===== src/sv/lfpd_pkg.sv =====
// Shared types and constants of the line follower PD steering block.
`timescale 1ns / 1ps
`default_nettype none
package lfpd_pkg;

  // Register file
  localparam int CFG_IDX_W  = 3;
  localparam int CFG_DATA_W = 12;
  localparam int GAIN_W     = 12;
  localparam int SPEED_W    = 8;
  localparam int LIMIT_W    = 10;

  typedef enum logic [CFG_IDX_W-1:0] {
    CFG_PROP_GAIN    = 3'd0,
    CFG_DERIV_GAIN   = 3'd1,
    CFG_CRUISE_SPEED = 3'd2,
    CFG_TURN_SPEED   = 3'd3,
    CFG_DEADBAND     = 3'd4,
    CFG_EDGE_LIMIT   = 3'd5,
    CFG_CENTER_LIMIT = 3'd6
  } cfg_idx_e;

  localparam logic [GAIN_W-1:0]  RST_PROP_GAIN    = 12'd461;
  localparam logic [GAIN_W-1:0]  RST_DERIV_GAIN   = 12'd589;
  localparam logic [SPEED_W-1:0] RST_CRUISE_SPEED = 8'd0;
  localparam logic [SPEED_W-1:0] RST_TURN_SPEED   = 8'd150;
  localparam logic [SPEED_W-1:0] RST_DEADBAND     = 8'd50;
  localparam logic [LIMIT_W-1:0] RST_EDGE_LIMIT   = 10'd700;
  localparam logic [LIMIT_W-1:0] RST_CENTER_LIMIT = 10'd400;

  // Sensor pair lanes
  localparam int LANE_COUNT = 4;
  localparam int WEIGHT_W   = 3;

  // Scaling by 255 / (10000 * 256) = 255 / (1024 * 2500)
  localparam int SCALE_NUM_SHIFT = 8;      // x * 255 = (x << 8) - x
  localparam int SCALE_SHIFT     = 10;     // first divide by 1024
  localparam int N_W             = 20;
  localparam logic [N_W-1:0] N_SAT = 20'd640000; // 256 * 2500, quotient saturates at 256
  localparam int RECIP_W         = 21;
  localparam logic [RECIP_W-1:0] RECIP = 21'd1717987; // ceil(2^32 / 2500)
  localparam int RECIP_SHIFT     = 32;
  localparam int PROD_W          = N_W + RECIP_W;
  localparam int Q_W             = 9;
  localparam logic [Q_W-1:0] Q_SAT = 9'd256;
  localparam logic [SPEED_W-1:0] DUTY_MAX = 8'd255;

  typedef enum logic [2:0] {
    ST_IDLE,
    ST_SUM,
    ST_MUL,
    ST_SCALE,
    ST_DIV,
    ST_DONE
  } state_e;

  typedef struct packed {
    logic sum;
    logic mul;
    logic scale;
    logic div;
  } stage_en_t;

endpackage
`default_nettype wire


===== src/sv/lfpd_sensor_if.sv =====
// Sensor item channel: eight averaged readings with valid/ready.
`timescale 1ns / 1ps
`default_nettype none
interface lfpd_sensor_if #(
  parameter int SAMPLE_BITS = 10
);
  logic                   valid;
  logic                   ready;
  logic [SAMPLE_BITS-1:0] sensor_0;
  logic [SAMPLE_BITS-1:0] sensor_1;
  logic [SAMPLE_BITS-1:0] sensor_2;
  logic [SAMPLE_BITS-1:0] sensor_3;
  logic [SAMPLE_BITS-1:0] sensor_4;
  logic [SAMPLE_BITS-1:0] sensor_5;
  logic [SAMPLE_BITS-1:0] sensor_6;
  logic [SAMPLE_BITS-1:0] sensor_7;

  modport source (
    output valid, sensor_0, sensor_1, sensor_2, sensor_3,
           sensor_4, sensor_5, sensor_6, sensor_7,
    input  ready
  );
  modport sink (
    input  valid, sensor_0, sensor_1, sensor_2, sensor_3,
           sensor_4, sensor_5, sensor_6, sensor_7,
    output ready
  );
endinterface
`default_nettype wire


===== src/sv/lfpd_result_if.sv =====
// Result item channel: motor duty and directions with valid/ready.
`timescale 1ns / 1ps
`default_nettype none
interface lfpd_result_if;
  logic                            valid;
  logic                            ready;
  logic [lfpd_pkg::SPEED_W-1:0]    duty;
  logic                            left_reverse;
  logic                            right_reverse;

  modport source (
    output valid, duty, left_reverse, right_reverse,
    input  ready
  );
  modport sink (
    input  valid, duty, left_reverse, right_reverse,
    output ready
  );
endinterface
`default_nettype wire


===== src/sv/lfpd_cfg_if.sv =====
// Configuration write channel: register index and data with valid/ready.
`timescale 1ns / 1ps
`default_nettype none
interface lfpd_cfg_if;
  logic                              valid;
  logic                              ready;
  logic [lfpd_pkg::CFG_IDX_W-1:0]    index;
  logic [lfpd_pkg::CFG_DATA_W-1:0]   data;

  modport source (
    output valid, index, data,
    input  ready
  );
  modport sink (
    input  valid, index, data,
    output ready
  );
endinterface
`default_nettype wire


===== src/sv/lfpd_lane.sv =====
// One sensor pair lane: weighted right minus left difference.
`timescale 1ns / 1ps
`default_nettype none
module lfpd_lane #(
  parameter int SAMPLE_BITS = 10
) (
  input  logic                                clk_i,
  input  logic                                load_i,
  input  logic [SAMPLE_BITS-1:0]              left_i,
  input  logic [SAMPLE_BITS-1:0]              right_i,
  input  logic [lfpd_pkg::WEIGHT_W-1:0]       weight_i,
  output logic signed [SAMPLE_BITS+2:0]       prod_o
);
  localparam int DIFF_W = SAMPLE_BITS + 1;
  localparam int LANE_W = SAMPLE_BITS + 3;

  logic signed [DIFF_W-1:0] diff;
  logic signed [LANE_W-1:0] diff_ext;
  logic signed [LANE_W-1:0] weight_ext;
  logic signed [LANE_W-1:0] prod_d;
  logic signed [LANE_W-1:0] prod_q;

  assign diff       = $signed({1'b0, right_i}) - $signed({1'b0, left_i});
  assign diff_ext   = LANE_W'(diff);
  assign weight_ext = LANE_W'($signed({1'b0, weight_i}));
  assign prod_d     = diff_ext * weight_ext;

  always_ff @(posedge clk_i) begin
    if (load_i) begin
      prod_q <= prod_d;
    end
  end

  assign prod_o = prod_q;
endmodule
`default_nettype wire


===== src/sv/lfpd_merge.sv =====
// Merge stage: sum of the four lane products into the line error.
`timescale 1ns / 1ps
`default_nettype none
module lfpd_merge #(
  parameter int SAMPLE_BITS = 10
) (
  input  logic                       clk_i,
  input  lfpd_pkg::stage_en_t        en_i,
  input  logic signed [SAMPLE_BITS+2:0] lane_i [lfpd_pkg::LANE_COUNT],
  output logic signed [SAMPLE_BITS+4:0] err_o
);
  localparam int ERR_W = SAMPLE_BITS + 5;

  logic signed [ERR_W-1:0] sum_lo;
  logic signed [ERR_W-1:0] sum_hi;
  logic signed [ERR_W-1:0] err_q;

  assign sum_lo = ERR_W'(lane_i[0]) + ERR_W'(lane_i[1]);
  assign sum_hi = ERR_W'(lane_i[2]) + ERR_W'(lane_i[3]);

  always_ff @(posedge clk_i) begin
    if (en_i.sum) begin
      err_q <= sum_lo + sum_hi;
    end
  end

  assign err_o = err_q;
endmodule
`default_nettype wire


===== src/sv/lfpd_pd.sv =====
// PD term: gain products, scaling by 255/2560000 and reciprocal divide.
`timescale 1ns / 1ps
`default_nettype none
module lfpd_pd #(
  parameter int SAMPLE_BITS = 10
) (
  input  logic                              clk_i,
  input  logic                              rst_ni,
  input  lfpd_pkg::stage_en_t               en_i,
  input  logic signed [SAMPLE_BITS+4:0]     err_i,
  input  logic [lfpd_pkg::GAIN_W-1:0]       prop_gain_i,
  input  logic [lfpd_pkg::GAIN_W-1:0]       deriv_gain_i,
  output logic [lfpd_pkg::Q_W-1:0]          q_o,
  output logic                              neg_o
);
  localparam int ERR_W  = SAMPLE_BITS + 5;
  localparam int DIFF_W = ERR_W + 1;
  localparam int P_W    = ERR_W + lfpd_pkg::GAIN_W + 1;
  localparam int D_W    = DIFF_W + lfpd_pkg::GAIN_W + 1;
  localparam int ACC_W  = D_W + 1;
  localparam int M_W    = ACC_W + lfpd_pkg::SCALE_NUM_SHIFT;
  localparam int NF_W   = M_W - lfpd_pkg::SCALE_SHIFT;

  logic signed [ERR_W-1:0]  prev_q;
  logic signed [DIFF_W-1:0] diff;
  logic signed [P_W-1:0]    p_d, p_q;
  logic signed [D_W-1:0]    d_d, d_q;
  logic signed [ACC_W-1:0]  acc;
  logic [ACC_W-1:0]         mag;
  logic [M_W-1:0]           mag_ext;
  logic [M_W-1:0]           m;
  logic [NF_W-1:0]          n_full;
  logic [lfpd_pkg::N_W-1:0] n_d, n_q;
  logic                     neg_q;
  logic [lfpd_pkg::PROD_W-1:0] prod;
  logic [lfpd_pkg::Q_W-1:0] q_q;

  // Gain products
  assign diff = DIFF_W'(err_i) - DIFF_W'(prev_q);
  assign p_d  = P_W'($signed({1'b0, prop_gain_i})) * P_W'(err_i);
  assign d_d  = D_W'($signed({1'b0, deriv_gain_i})) * D_W'(diff);

  // Magnitude times 255, divided by 1024, clamped where the quotient reaches 256
  assign acc     = ACC_W'(p_q) + ACC_W'(d_q);
  assign mag     = acc[ACC_W-1] ? ACC_W'(-acc) : ACC_W'(acc);
  assign mag_ext = M_W'(mag);
  assign m       = (mag_ext << lfpd_pkg::SCALE_NUM_SHIFT) - mag_ext;
  assign n_full  = m[M_W-1:lfpd_pkg::SCALE_SHIFT];

  always_comb begin
    if (n_full >= NF_W'(lfpd_pkg::N_SAT)) begin
      n_d = lfpd_pkg::N_SAT;
    end else begin
      n_d = n_full[lfpd_pkg::N_W-1:0];
    end
  end

  // Exact divide by 2500 over the clamped range
  assign prod = lfpd_pkg::PROD_W'(n_q) * lfpd_pkg::PROD_W'(lfpd_pkg::RECIP);

  always_ff @(posedge clk_i or negedge rst_ni) begin
    if (!rst_ni) begin
      prev_q <= '0;
    end else if (en_i.mul) begin
      prev_q <= err_i;
    end
  end

  always_ff @(posedge clk_i) begin
    if (en_i.mul) begin
      p_q <= p_d;
      d_q <= d_d;
    end
    if (en_i.scale) begin
      n_q   <= n_d;
      neg_q <= acc[ACC_W-1];
    end
    if (en_i.div) begin
      q_q <= prod[lfpd_pkg::RECIP_SHIFT +: lfpd_pkg::Q_W];
    end
  end

  assign q_o   = q_q;
  assign neg_o = neg_q;

`ifndef SYNTHESIS
  a_prev_tracks_err: assert property (@(posedge clk_i) disable iff (!rst_ni)
    en_i.mul |=> prev_q == $past(err_i))
    else $error("previous error not updated from the current error");

  a_n_clamped: assert property (@(posedge clk_i) disable iff (!rst_ni)
    en_i.scale |=> n_q <= lfpd_pkg::N_SAT)
    else $error("scaled magnitude above clamp");

  a_q_bounded: assert property (@(posedge clk_i) disable iff (!rst_ni)
    en_i.div |=> q_q <= lfpd_pkg::Q_SAT)
    else $error("quotient above saturation value");
`endif
endmodule
`default_nettype wire


===== src/sv/line_follower_pd_steering_unit.sv =====
// Top level of the line follower PD steering block.
//
//  Channel  Dir  Handshake    Carries
//  sens_i   in   valid/ready  sensor_0 .. sensor_7, SAMPLE_BITS each
//  res_o    out  valid/ready  duty, left_reverse, right_reverse
//  cfg_i    in   valid/ready  index, data (register write, always ready)
//
// One item at a time: the accept edge loads the four pair lanes, then the merge,
// gain product, scaling, reciprocal divide and decision steps run in that order,
// the decision step loading the output register, and the next item is taken only
// once the sequencer is back in idle after the decision step.
// Reset clears the registers to their defaults, the previous error and last turn.
// A result that waits in the output register holds back the decision step and so also the next item.
`timescale 1ns / 1ps
`default_nettype none
module line_follower_pd_steering_unit #(
  parameter int SAMPLE_BITS = 10
) (
  input  logic          clk_i,
  input  logic          rst_ni,
  lfpd_sensor_if.sink   sens_i,
  lfpd_result_if.source res_o,
  lfpd_cfg_if.sink      cfg_i
);
  localparam int LANE_W = SAMPLE_BITS + 3;
  localparam int ERR_W  = SAMPLE_BITS + 5;
  localparam int CMP_W  = (SAMPLE_BITS > lfpd_pkg::LIMIT_W) ? SAMPLE_BITS : lfpd_pkg::LIMIT_W;

  // Configuration registers
  logic [lfpd_pkg::GAIN_W-1:0]  prop_gain_q;
  logic [lfpd_pkg::GAIN_W-1:0]  deriv_gain_q;
  logic [lfpd_pkg::SPEED_W-1:0] cruise_speed_q;
  logic [lfpd_pkg::SPEED_W-1:0] turn_speed_q;
  logic [lfpd_pkg::SPEED_W-1:0] deadband_q;
  logic [lfpd_pkg::LIMIT_W-1:0] edge_limit_q;
  logic [lfpd_pkg::LIMIT_W-1:0] center_limit_q;

  logic cfg_wr;

  assign cfg_i.ready = 1'b1;
  assign cfg_wr      = cfg_i.valid && cfg_i.ready;

  // Take a write at any time; unknown indexes drop silently.
  always_ff @(posedge clk_i or negedge rst_ni) begin
    if (!rst_ni) begin
      prop_gain_q    <= lfpd_pkg::RST_PROP_GAIN;
      deriv_gain_q   <= lfpd_pkg::RST_DERIV_GAIN;
      cruise_speed_q <= lfpd_pkg::RST_CRUISE_SPEED;
      turn_speed_q   <= lfpd_pkg::RST_TURN_SPEED;
      deadband_q     <= lfpd_pkg::RST_DEADBAND;
      edge_limit_q   <= lfpd_pkg::RST_EDGE_LIMIT;
      center_limit_q <= lfpd_pkg::RST_CENTER_LIMIT;
    end else if (cfg_wr) begin
      case (lfpd_pkg::cfg_idx_e'(cfg_i.index))
        lfpd_pkg::CFG_PROP_GAIN:    prop_gain_q    <= cfg_i.data[lfpd_pkg::GAIN_W-1:0];
        lfpd_pkg::CFG_DERIV_GAIN:   deriv_gain_q   <= cfg_i.data[lfpd_pkg::GAIN_W-1:0];
        lfpd_pkg::CFG_CRUISE_SPEED: cruise_speed_q <= cfg_i.data[lfpd_pkg::SPEED_W-1:0];
        lfpd_pkg::CFG_TURN_SPEED:   turn_speed_q   <= cfg_i.data[lfpd_pkg::SPEED_W-1:0];
        lfpd_pkg::CFG_DEADBAND:     deadband_q     <= cfg_i.data[lfpd_pkg::SPEED_W-1:0];
        lfpd_pkg::CFG_EDGE_LIMIT:   edge_limit_q   <= cfg_i.data[lfpd_pkg::LIMIT_W-1:0];
        lfpd_pkg::CFG_CENTER_LIMIT: center_limit_q <= cfg_i.data[lfpd_pkg::LIMIT_W-1:0];
        default: ;
      endcase
    end
  end

  // Sequencer and stage enables
  lfpd_pkg::state_e    state_q, state_d;
  lfpd_pkg::stage_en_t stage_en;
  logic                sens_acc;
  logic                res_load;

  assign sens_acc = sens_i.valid && sens_i.ready;

  always_ff @(posedge clk_i or negedge rst_ni) begin
    if (!rst_ni) begin
      state_q <= lfpd_pkg::ST_IDLE;
    end else begin
      state_q <= state_d;
    end
  end

  logic out_valid_q;

  always_comb begin
    state_d      = state_q;
    sens_i.ready = 1'b0;
    stage_en     = '0;
    res_load     = 1'b0;
    case (state_q)
      lfpd_pkg::ST_IDLE: begin
        sens_i.ready = 1'b1;
        if (sens_i.valid) begin
          state_d = lfpd_pkg::ST_SUM;
        end
      end
      lfpd_pkg::ST_SUM: begin
        stage_en.sum = 1'b1;
        state_d      = lfpd_pkg::ST_MUL;
      end
      lfpd_pkg::ST_MUL: begin
        stage_en.mul = 1'b1;
        state_d      = lfpd_pkg::ST_SCALE;
      end
      lfpd_pkg::ST_SCALE: begin
        stage_en.scale = 1'b1;
        state_d        = lfpd_pkg::ST_DIV;
      end
      lfpd_pkg::ST_DIV: begin
        stage_en.div = 1'b1;
        state_d      = lfpd_pkg::ST_DONE;
      end
      lfpd_pkg::ST_DONE: begin
        // Hold here until the output register is free or draining.
        if (!out_valid_q || res_o.ready) begin
          res_load = 1'b1;
          state_d  = lfpd_pkg::ST_IDLE;
        end
      end
      default: begin
        state_d = lfpd_pkg::ST_IDLE;
      end
    endcase
  end

  // Pair lanes: lane i weighs sensor (7-i) minus sensor i by 4-i
  logic [SAMPLE_BITS-1:0]   sample [8];
  logic signed [LANE_W-1:0] lane_prod [lfpd_pkg::LANE_COUNT];

  assign sample[0] = sens_i.sensor_0;
  assign sample[1] = sens_i.sensor_1;
  assign sample[2] = sens_i.sensor_2;
  assign sample[3] = sens_i.sensor_3;
  assign sample[4] = sens_i.sensor_4;
  assign sample[5] = sens_i.sensor_5;
  assign sample[6] = sens_i.sensor_6;
  assign sample[7] = sens_i.sensor_7;

  for (genvar g = 0; g < lfpd_pkg::LANE_COUNT; g++) begin : g_lane
    lfpd_lane #(
      .SAMPLE_BITS(SAMPLE_BITS)
    ) u_lane (
      .clk_i   (clk_i),
      .load_i  (sens_acc),
      .left_i  (sample[g]),
      .right_i (sample[7-g]),
      .weight_i(lfpd_pkg::WEIGHT_W'(lfpd_pkg::LANE_COUNT - g)),
      .prod_o  (lane_prod[g])
    );
  end

  // Centered-on-line check, captured with the item
  logic online_q;

  always_ff @(posedge clk_i) begin
    if (sens_acc) begin
      online_q <= (CMP_W'(sample[7]) < CMP_W'(edge_limit_q))   &&
                  (CMP_W'(sample[0]) < CMP_W'(edge_limit_q))   &&
                  (CMP_W'(sample[3]) > CMP_W'(center_limit_q)) &&
                  (CMP_W'(sample[4]) > CMP_W'(center_limit_q));
    end
  end

  logic signed [ERR_W-1:0] err;

  lfpd_merge #(
    .SAMPLE_BITS(SAMPLE_BITS)
  ) u_merge (
    .clk_i (clk_i),
    .en_i  (stage_en),
    .lane_i(lane_prod),
    .err_o (err)
  );

  logic [lfpd_pkg::Q_W-1:0] term_mag;
  logic                     term_neg;

  lfpd_pd #(
    .SAMPLE_BITS(SAMPLE_BITS)
  ) u_pd (
    .clk_i       (clk_i),
    .rst_ni      (rst_ni),
    .en_i        (stage_en),
    .err_i       (err),
    .prop_gain_i (prop_gain_q),
    .deriv_gain_i(deriv_gain_q),
    .q_o         (term_mag),
    .neg_o       (term_neg)
  );

  // Decision: steer outside the deadband, cruise when centered, else search
  logic                         last_turn_q;
  logic [lfpd_pkg::SPEED_W-1:0] duty_d;
  logic                         left_d, right_d;
  logic                         steer;
  logic [lfpd_pkg::SPEED_W-1:0] term_duty;

  assign steer     = term_mag > lfpd_pkg::Q_W'(deadband_q);
  assign term_duty = term_mag[lfpd_pkg::Q_W-1] ? lfpd_pkg::DUTY_MAX
                                               : term_mag[lfpd_pkg::SPEED_W-1:0];

  always_comb begin
    if (steer) begin
      duty_d  = term_duty;
      left_d  = term_neg;
      right_d = !term_neg;
    end else if (online_q) begin
      duty_d  = cruise_speed_q;
      left_d  = 1'b0;
      right_d = 1'b0;
    end else begin
      duty_d  = turn_speed_q;
      left_d  = last_turn_q;
      right_d = !last_turn_q;
    end
  end

  always_ff @(posedge clk_i or negedge rst_ni) begin
    if (!rst_ni) begin
      last_turn_q <= 1'b0;
    end else if (res_load && steer) begin
      last_turn_q <= term_neg;
    end
  end

  // Output register
  logic [lfpd_pkg::SPEED_W-1:0] out_duty_q;
  logic                         out_left_q, out_right_q;

  always_ff @(posedge clk_i or negedge rst_ni) begin
    if (!rst_ni) begin
      out_valid_q <= 1'b0;
    end else if (res_load) begin
      out_valid_q <= 1'b1;
    end else if (res_o.ready) begin
      out_valid_q <= 1'b0;
    end
  end

  always_ff @(posedge clk_i) begin
    if (res_load) begin
      out_duty_q  <= duty_d;
      out_left_q  <= left_d;
      out_right_q <= right_d;
    end
  end

  assign res_o.valid         = out_valid_q;
  assign res_o.duty          = out_duty_q;
  assign res_o.left_reverse  = out_left_q;
  assign res_o.right_reverse = out_right_q;

`ifndef SYNTHESIS
  a_no_double_reverse: assert property (@(posedge clk_i) disable iff (!rst_ni)
    out_valid_q |-> !(out_left_q && out_right_q))
    else $error("both motors reversed");

  a_stall_holds_done: assert property (@(posedge clk_i) disable iff (!rst_ni)
    (state_q == lfpd_pkg::ST_DONE && out_valid_q && !res_o.ready)
      |=> state_q == lfpd_pkg::ST_DONE)
    else $error("decision step left while output stalled");

  a_result_from_done: assert property (@(posedge clk_i) disable iff (!rst_ni)
    $rose(out_valid_q) |-> $past(state_q) == lfpd_pkg::ST_DONE)
    else $error("result shown without a finished item");
`endif
endmodule
`default_nettype wire

===== src/flat_wrapper.sv =====
// flat-port wrapper written by rule: the top's interface ports become plain ports
module line_follower_pd_steering_unit_flat 
#(
  parameter int SAMPLE_BITS = 10
)
  (clk_i, rst_ni, sens_i_valid, sens_i_sensor_0, sens_i_sensor_1, sens_i_sensor_2, sens_i_sensor_3, sens_i_sensor_4, sens_i_sensor_5, sens_i_sensor_6, sens_i_sensor_7, sens_i_ready, res_o_valid, res_o_duty, res_o_left_reverse, res_o_right_reverse, res_o_ready, cfg_i_valid, cfg_i_index, cfg_i_data, cfg_i_ready);
  lfpd_sensor_if #(.SAMPLE_BITS(SAMPLE_BITS)) sens_i_i ();
  lfpd_result_if res_o_i ();
  lfpd_cfg_if cfg_i_i ();
  input  logic clk_i;
  input  logic rst_ni;
  input wire logic [$bits(sens_i_i.valid)-1:0] sens_i_valid;
  input wire logic [$bits(sens_i_i.sensor_0)-1:0] sens_i_sensor_0;
  input wire logic [$bits(sens_i_i.sensor_1)-1:0] sens_i_sensor_1;
  input wire logic [$bits(sens_i_i.sensor_2)-1:0] sens_i_sensor_2;
  input wire logic [$bits(sens_i_i.sensor_3)-1:0] sens_i_sensor_3;
  input wire logic [$bits(sens_i_i.sensor_4)-1:0] sens_i_sensor_4;
  input wire logic [$bits(sens_i_i.sensor_5)-1:0] sens_i_sensor_5;
  input wire logic [$bits(sens_i_i.sensor_6)-1:0] sens_i_sensor_6;
  input wire logic [$bits(sens_i_i.sensor_7)-1:0] sens_i_sensor_7;
  output wire logic [$bits(sens_i_i.ready)-1:0] sens_i_ready;
  output wire logic [$bits(res_o_i.valid)-1:0] res_o_valid;
  output wire logic [$bits(res_o_i.duty)-1:0] res_o_duty;
  output wire logic [$bits(res_o_i.left_reverse)-1:0] res_o_left_reverse;
  output wire logic [$bits(res_o_i.right_reverse)-1:0] res_o_right_reverse;
  input wire logic [$bits(res_o_i.ready)-1:0] res_o_ready;
  input wire logic [$bits(cfg_i_i.valid)-1:0] cfg_i_valid;
  input wire logic [$bits(cfg_i_i.index)-1:0] cfg_i_index;
  input wire logic [$bits(cfg_i_i.data)-1:0] cfg_i_data;
  output wire logic [$bits(cfg_i_i.ready)-1:0] cfg_i_ready;
  assign sens_i_i.valid = sens_i_valid;
  assign sens_i_i.sensor_0 = sens_i_sensor_0;
  assign sens_i_i.sensor_1 = sens_i_sensor_1;
  assign sens_i_i.sensor_2 = sens_i_sensor_2;
  assign sens_i_i.sensor_3 = sens_i_sensor_3;
  assign sens_i_i.sensor_4 = sens_i_sensor_4;
  assign sens_i_i.sensor_5 = sens_i_sensor_5;
  assign sens_i_i.sensor_6 = sens_i_sensor_6;
  assign sens_i_i.sensor_7 = sens_i_sensor_7;
  assign sens_i_ready = sens_i_i.ready;
  assign res_o_valid = res_o_i.valid;
  assign res_o_duty = res_o_i.duty;
  assign res_o_left_reverse = res_o_i.left_reverse;
  assign res_o_right_reverse = res_o_i.right_reverse;
  assign res_o_i.ready = res_o_ready;
  assign cfg_i_i.valid = cfg_i_valid;
  assign cfg_i_i.index = cfg_i_index;
  assign cfg_i_i.data = cfg_i_data;
  assign cfg_i_ready = cfg_i_i.ready;
  line_follower_pd_steering_unit #(.SAMPLE_BITS(SAMPLE_BITS)) u_core (.clk_i(clk_i), .rst_ni(rst_ni), .sens_i(sens_i_i), .res_o(res_o_i), .cfg_i(cfg_i_i));
endmodule

===== config.mk =====
export PLATFORM = sky130hd
export DESIGN_NAME = line_follower_pd_steering_unit_flat
export DESIGN_NICKNAME = d
export VERILOG_FILES = /design/src/sv/lfpd_pkg.sv /design/src/sv/lfpd_sensor_if.sv /design/src/sv/lfpd_result_if.sv /design/src/sv/lfpd_cfg_if.sv /design/src/sv/lfpd_lane.sv /design/src/sv/lfpd_merge.sv /design/src/sv/lfpd_pd.sv /design/src/sv/line_follower_pd_steering_unit.sv /design/src/flat_wrapper.sv
export SDC_FILE = /design/constraint.sdc
export NUM_CORES = 2
export LEC_CHECK = 0
export BUFFER_PORTS_ARGS = -buffer_cell sky130_fd_sc_hd__clkbuf_2
export CORE_AREA = 3 3 281 283
export CTS_CLUSTER_SIZE = 20
export DETAILED_ROUTE_END_ITERATION = 10
export DIE_AREA = 0 0 284 286
export PLACE_DENSITY = 0.72
export SYNTH_ARGS = -nofsm -noshare
export SYNTH_HDL_FRONTEND = slang
export SYNTH_SLANG_ARGS = --single-unit
export TNS_END_PERCENT = 100

===== constraint.sdc =====
create_clock -name clk_i -period 9.7 [get_ports clk_i]
set_input_delay 0.485 -clock clk_i [delete_from_list [all_inputs] [get_ports clk_i]]
set_output_delay 0.485 -clock clk_i [all_outputs]
set_load 0.02 [all_outputs]

* After elaboration in Yosys (flattened, before gate mapping) *
Index checks and enable logic that the tools add are counted.

storage, ports and cells
  latch bits = 0
  RAM bits = 0
  memory bits (read-only) = 0
  register bits = 247
  memories kept = 0
  bits of input ports = 100
  output and inout port bits = 13
  logic and storage cells = 99

cells by class
  order comparisons = 6
  bitwise logic cells = 0
  eq/ne operators = 13
  mux-type cells = 20
  add/sub/neg operators = 11
  divide/modulo/power cells = 0
  $mul = 4
  reductions and logical operators = 20
  shift-type cells = 0

operator list
  kind                      number
  $sub A10 B10 Y11          4
  $mul A20 B21 Y41 const B  1
  $sub A38 B30 Y38          1
  $add A28 B29 Y30          1
  $mux W30                  1
  $neg A30 Y30              1
  $mul A13 B16 Y29          1
  $ge A28 B20 Y1 const B    1
  $mul A13 B15 Y28          1
  $mux W8                   3
  $gt A10 B10 Y1            2
  $lt A10 B10 Y1            2
  $pmux W3 S6               1
  $reduce_and A2 Y1         8
  $sub A15 B15 Y16          1
  $add A14 B13 Y15          1
  $eq A3 B3 Y1 const B      5
  $add A13 B13 Y14          1
  $add A12 B11 Y13          1
  $mul A11 B3 Y13 const B   1
  $mux W1                   13
  $eq A3 B2 Y1 const B      4
  $gt A9 B8 Y1              1
  $eq A3 B1 Y1 const B      2
  other kinds (8)           16

* Longest topological paths before layout *
  depth after elaboration = 5
  mapped depth = 40
  mapped depth without buffers = 38

* Modules after synthesis *
From an unflattened synthesis, not the netlist that was laid out.

second synthesis, totals
  cells, all modules = 4540
  area, all modules = 43499.2 sq um

by module, submodules not included
  module                                   times used  area each (sq um)  cells an instance
  lfpd_pd                                  1           29086.6            3100
  lfpd_lane (u_core.g_lane[0].u_lane ...)  3           2023.2             221
  line_follower_pd_steering_unit           1           4544.4             372
  lfpd_lane (u_core.g_lane[2].u_lane)      1           1950.6             219
  lfpd_merge                               1           1848.0             186

* Worst setup path before layout *
OpenSTA, ideal clock, no wires.

  kind = reg-to-reg
  start point = register u_core.u_merge.err_q[1] (netlist: u_core.u_merge.err_o[1])
  end point = register u_core.u_pd.d_q[27] (data pin)
  cell stages (with the launch flop) = 35
  path slack = 1.600 ns
  path buffers = 1
  arrival = 7.843 ns
  cells stage by stage = edfxtp_1 -> ha_1 -> nor2b_1 -> o21ai_0 -> a21boi_0 -> o21ai_0 -> a21boi_0 -> o21ai_0 -> a21boi_0 -> o21ai_0 -> a21boi_0 -> o21a_1 -> nor2_1 -> o21bai_1 -> a21o_1 -> a211oi_1 -> mux2_2 -> clkbuf_1 -> nand2_1 -> fa_1 -> inv_1 -> fa_1 -> inv_1 -> fa_1 -> fa_1 -> inv_1 -> fa_1 -> ha_1 -> nand3_1 -> a2111oi_0 -> nor2_1 -> a211o_1 -> o21bai_1 -> a21oi_1 -> xnor2_1

between the ends
  cells in the longest elaborated chain, start to end = 2

ends and longest elaborated chain
  element                  line              source
  from (decl)              lfpd_merge.sv:16  logic signed [ERR_W-1:0] err_q;
  from (signal assigned)   lfpd_merge.sv:23  err_q <= sum_lo + sum_hi;
  $sub A15 B15 Y16         lfpd_pd.sv:39     assign diff = DIFF_W'(err_i) - DIFF_W'(prev_q);
  $mul A13 B16 Y29         lfpd_pd.sv:41     assign d_d = D_W'($signed({1'b0, deriv_gain_i})) * D_W'(diff);
  net u_core.u_pd.d_d[27]  lfpd_pd.sv:27     logic signed [D_W-1:0] d_d, d_q;
  to (signal assigned)     lfpd_pd.sv:72     d_q <= d_d;
  to (decl)                lfpd_pd.sv:27

The timed path passes the listed nets, and every way through them passes these cells.
A chain may end at the register's enable or synchronous reset.

* Worst setup path after layout *
  start point = register u_core.u_merge.err_q[0] (netlist: u_core.u_merge.err_o[0])
  end point = register u_core.u_pd.d_q[27] (data pin)

The elaborated chain is that of the path after synthesis.

==> impl_results.rst <==
.. list-table::
   :header-rows: 1

   * - Metric
     - Value
   * - Run status
     - completed
   * - Register-to-register setup slack
     - 0.84 ns
   * - Std-Cell Rows
     - 102
   * - Routability congestion estimate from global placement
     - 0.912
   * - CP endpoint kind
     - register
   * - Post-route design area
     - 0.0409 mm²
   * - Startpoint types
     - register
   * - Antenna-violating nets left
     - 0
   * - Most used flip-flop cell after synthesis
     - edfxtp_1
   * - Register area share after synthesis
     - 0.184
   * - Number of nets in the final layout
     - 5078
   * - Met3 Use GR
     - 0.0214
   * - Cell with the largest stage delay on the worst path
     - fa_1
   * - Net count of the mapped netlist
     - 5005
   * - Slew at the pin with the worst max-slew slack
     - 1.19 ns
   * - Final period demand of the worst path
     - 8.86 ns
   * - TritonRoute pass-1 iters
     - 5
   * - Post-route clock period utilization
     - 0.913
   * - Reg2Reg Capture Point
     - u_core.u_pd.d_q[27]
   * - Worst slack on hold paths
     - 0.179 ns
   * - Met2 global-route usage
     - 0.403
   * - Max-cap violation count
     - 0
   * - Vertical die dimension
     - 286 µm
   * - Combined area of all synthesized cells
     - 0.0382 mm²
   * - Count of port buffers added during placement
     - 111
   * - DIE AREA
     - 0.0812 mm²
   * - Synth top area cells
     - fa_1, ha_1, edfxtp_1
   * - Ranking of synthesized cells by instance count
     - inv_1, fa_1, ha_1
   * - Effective utilization at floorplan
     - 0.496
   * - Clk_skew
     - 0.0341 ns
   * - Share of cells above drive strength 1
     - 0.0840
   * - Grt peak-use layer
     - met2
   * - Number of standard cells after synthesis
     - 3867
   * - End point of the critical path
     - u_core.u_pd.d_q[27]
   * - Width of the die
     - 284 µm
   * - Number of pins exceeding their max-slew limit in the final report
     - 0
   * - Clock root buffer
     - clkbuf_16
   * - Largest stage delay, worst path
     - 0.62 ns
   * - Number of synthesized flops with an enable pin
     - 159
   * - Arrival time of the worst setup path
     - 9.20 ns
   * - Unique masters post-synth
     - 93
   * - Area share of the leading cell type in the synthesized netlist
     - 0.279
   * - Hold/Removal Path Class
     - primary input to register
   * - TritonCTS sink count
     - 247
   * - FF+latch count, synth
     - 247
   * - Syn. warnings
     - 0
   * - Number of failing hold endpoints at the final stage
     - 0
   * - TritonCTS clock tree
     - yes
   * - Clock buffer depth
     - 3
   * - Total global-route track usage
     - 0.220
   * - DRC Markers
     - 0
   * - Setup repair after global routing missed its margin
     - false
   * - Detailed placement HPWL
     - 71900 µm
   * - Cell type with the highest aggregate area in the netlist
     - fa_1
   * - Largest net degree at the start of global routing
     - 88
   * - Via count of the first global-routing pass
     - 28365
   * - Standard cell area after detailed placement
     - 0.0399 mm²
   * - Count of pins on the block boundary
     - 113
   * - Routed via count divided by cell count
     - 5.29
   * - Initial DRC Count
     - 1221
   * - Deepest level of the CTS H-tree
     - 1
   * - Peak fanout along the critical path
     - 16
   * - Setup Viol. Count Final
     - 0
   * - Vias after detailed routing
     - 26476
   * - Number of post-CTS setup repair buffers
     - 0
   * - Max Freq
     - 0.113 GHz
   * - Most common cell type on the critical path
     - fa_1
   * - Global-route wire length before repair
     - 145000 µm
   * - Relative max-transition margin
     - 0.200
   * - R2r startpoint
     - u_core.u_merge.err_o[0]
   * - Depth of the worst register-to-register path
     - 34
   * - Clock-pin slew on the worst setup and hold paths
     - 0.06 ns
   * - Average wire per cell in the routed design
     - 17.4 µm
   * - Proportion of register bits with asynchronous set or reset after synthesis
     - 0.356
   * - Antenna violations before repair
     - 7
   * - Setup TNS Final
     - 0 ns
   * - Synthesis-to-finish area growth
     - 7.22%
   * - Worst path required time
     - 10.04 ns
   * - Category of the critical setup timing path
     - register to register
   * - Wire length reported by the detailed router
     - 87000 µm
   * - Core Footprint
     - 0.0770 mm²
   * - Launch point of the critical path
     - u_core.u_merge.err_o[0]
   * - Met1 routing resource usage after global routing
     - 0.275
   * - Total congestion overflow after global routing
     - 0
   * - Total CTS buffers
     - 31
   * - Clock latency on the worst-skew pair
     - 0.61 ns
   * - Most numerous cell in the Yosys netlist
     - inv_1
   * - Per-instance average area after synthesis
     - 9.87 µm²
## sequential cells by signal, summed over array words and instances, names as in the netlist, 9 cells and up
name	cells
u_core.center_limit_q	10
u_core.deriv_gain_q	12
u_core.edge_limit_q	10
u_core.g_lane.u_lane.prod_o	46
u_core.prop_gain_q	12
u_core.u_merge.err_o	15
u_core.u_pd.d_q	29
u_core.u_pd.n_q	20
u_core.u_pd.p_q	28
u_core.u_pd.prev_q	15
u_core.u_pd.q_o	9
## critical path, delay by kind of cell (launching register included)
family	cells	cell delay (ns)
compound gates	16	3.30
fa+ha+maj	7	3.24
simple gates	5	0.66
flops	1	0.54
buf+inv	4	0.37
mux	1	0.36
xor+xnor	1	0.13
## per-layer routing
layer | wire (µm) | share of wire
met1 | 36700 | 0.42
met2 | 44300 | 0.51
met3 | 3530 | 0.041
met4 | 2480 | 0.028
met5 | 13 | 0.00015
## logic make-up (layout without fill, tap and decap cells)
kind of cell,count (synthesis),in the layout,synth area share
buf+inv,899,997,0.0892
simple gates,855,855,0.116
mux,84,84,0.0244
other cells,1,2,0.0000982
flops,247,247,0.184
xor+xnor,209,209,0.0495
compound gates,527,527,0.0909
fa+ha+maj,1045,1045,0.447
## cell usage in the layout (no fill, tap or decap), drive strengths merged, types with 12 or more instances in the layout
cell	count
inv	805
fa	533
ha	505
nand2	297
and2	196
edfxtp	159
a21oi	153
clkbuf	152
xnor2	137
o21ai	111
nor2	90
mux2	72
xor2	72
a21o	71
dfrtp	61
nor3	55
nand2b	48
nor2b	41
nand3	39
o21bai	33
buf	28
dfstp	27
nand4	19
a211oi	18
a31oi	17
o211ai	17
and3	15
o21a	13
mux2i	12
## through the flow
step / utilization / setup WS (ns) / cells
global route: 0.532 / 0.0833 / 5006
CTS: 0.532 / 0.756 / 5005
global placement: 0.518 / 0.967 / 4946
floorplan: - / 1.60 / 3867
finish: 0.532 / 0.841 / 5006
detailed placement: 0.518 / 0.791 / 4946
## final cells by class
type	count	area [µm²]
Timing Repair Buffer	139	771
Multi-Input combinational cell	2721	27800
Inverter	800	3000
Sequential cell	247	7010
Clock buffer	42	910
Antenna cell	1	2.50
Clock inverter	16	141
Tap cell	1040	1300
Fill cell	6821	36000
## how the worst min path moves through the flow
stage / start / to / slack [ns] / cells after the start
3_3_place_gp: u_core.turn_speed_q[0] / u_core.turn_speed_q[0] / 0.48 / 1
2_1_floorplan: rst_ni / u_core.center_limit_q[0] / 0.19 / 0
4_1_cts: res_o_ready / u_core.state_q[0] / 0.16 / 3
5_1_grt: res_o_ready / u_core.state_q[0] / 0.20 / 3
6_report: res_o_ready / u_core.state_q[0] / 0.18 / 3
3_5_place_dp: u_core.cruise_speed_q[6] / u_core.cruise_speed_q[6] / 0.49 / 1
## what timing repair did
| item | CTS | global route |
|---|---|---|
| gates resized for setup | 0 | 3 |
| setup endpoints to repair | 0 | 1 |
| hold buffers | 1 | 0 |
| hold endpoints to repair | 23 | 0 |
Power is left out: the tool's default activity adds up to more than one toggle a clock period on the data nets, which glitch-free logic cannot reach.
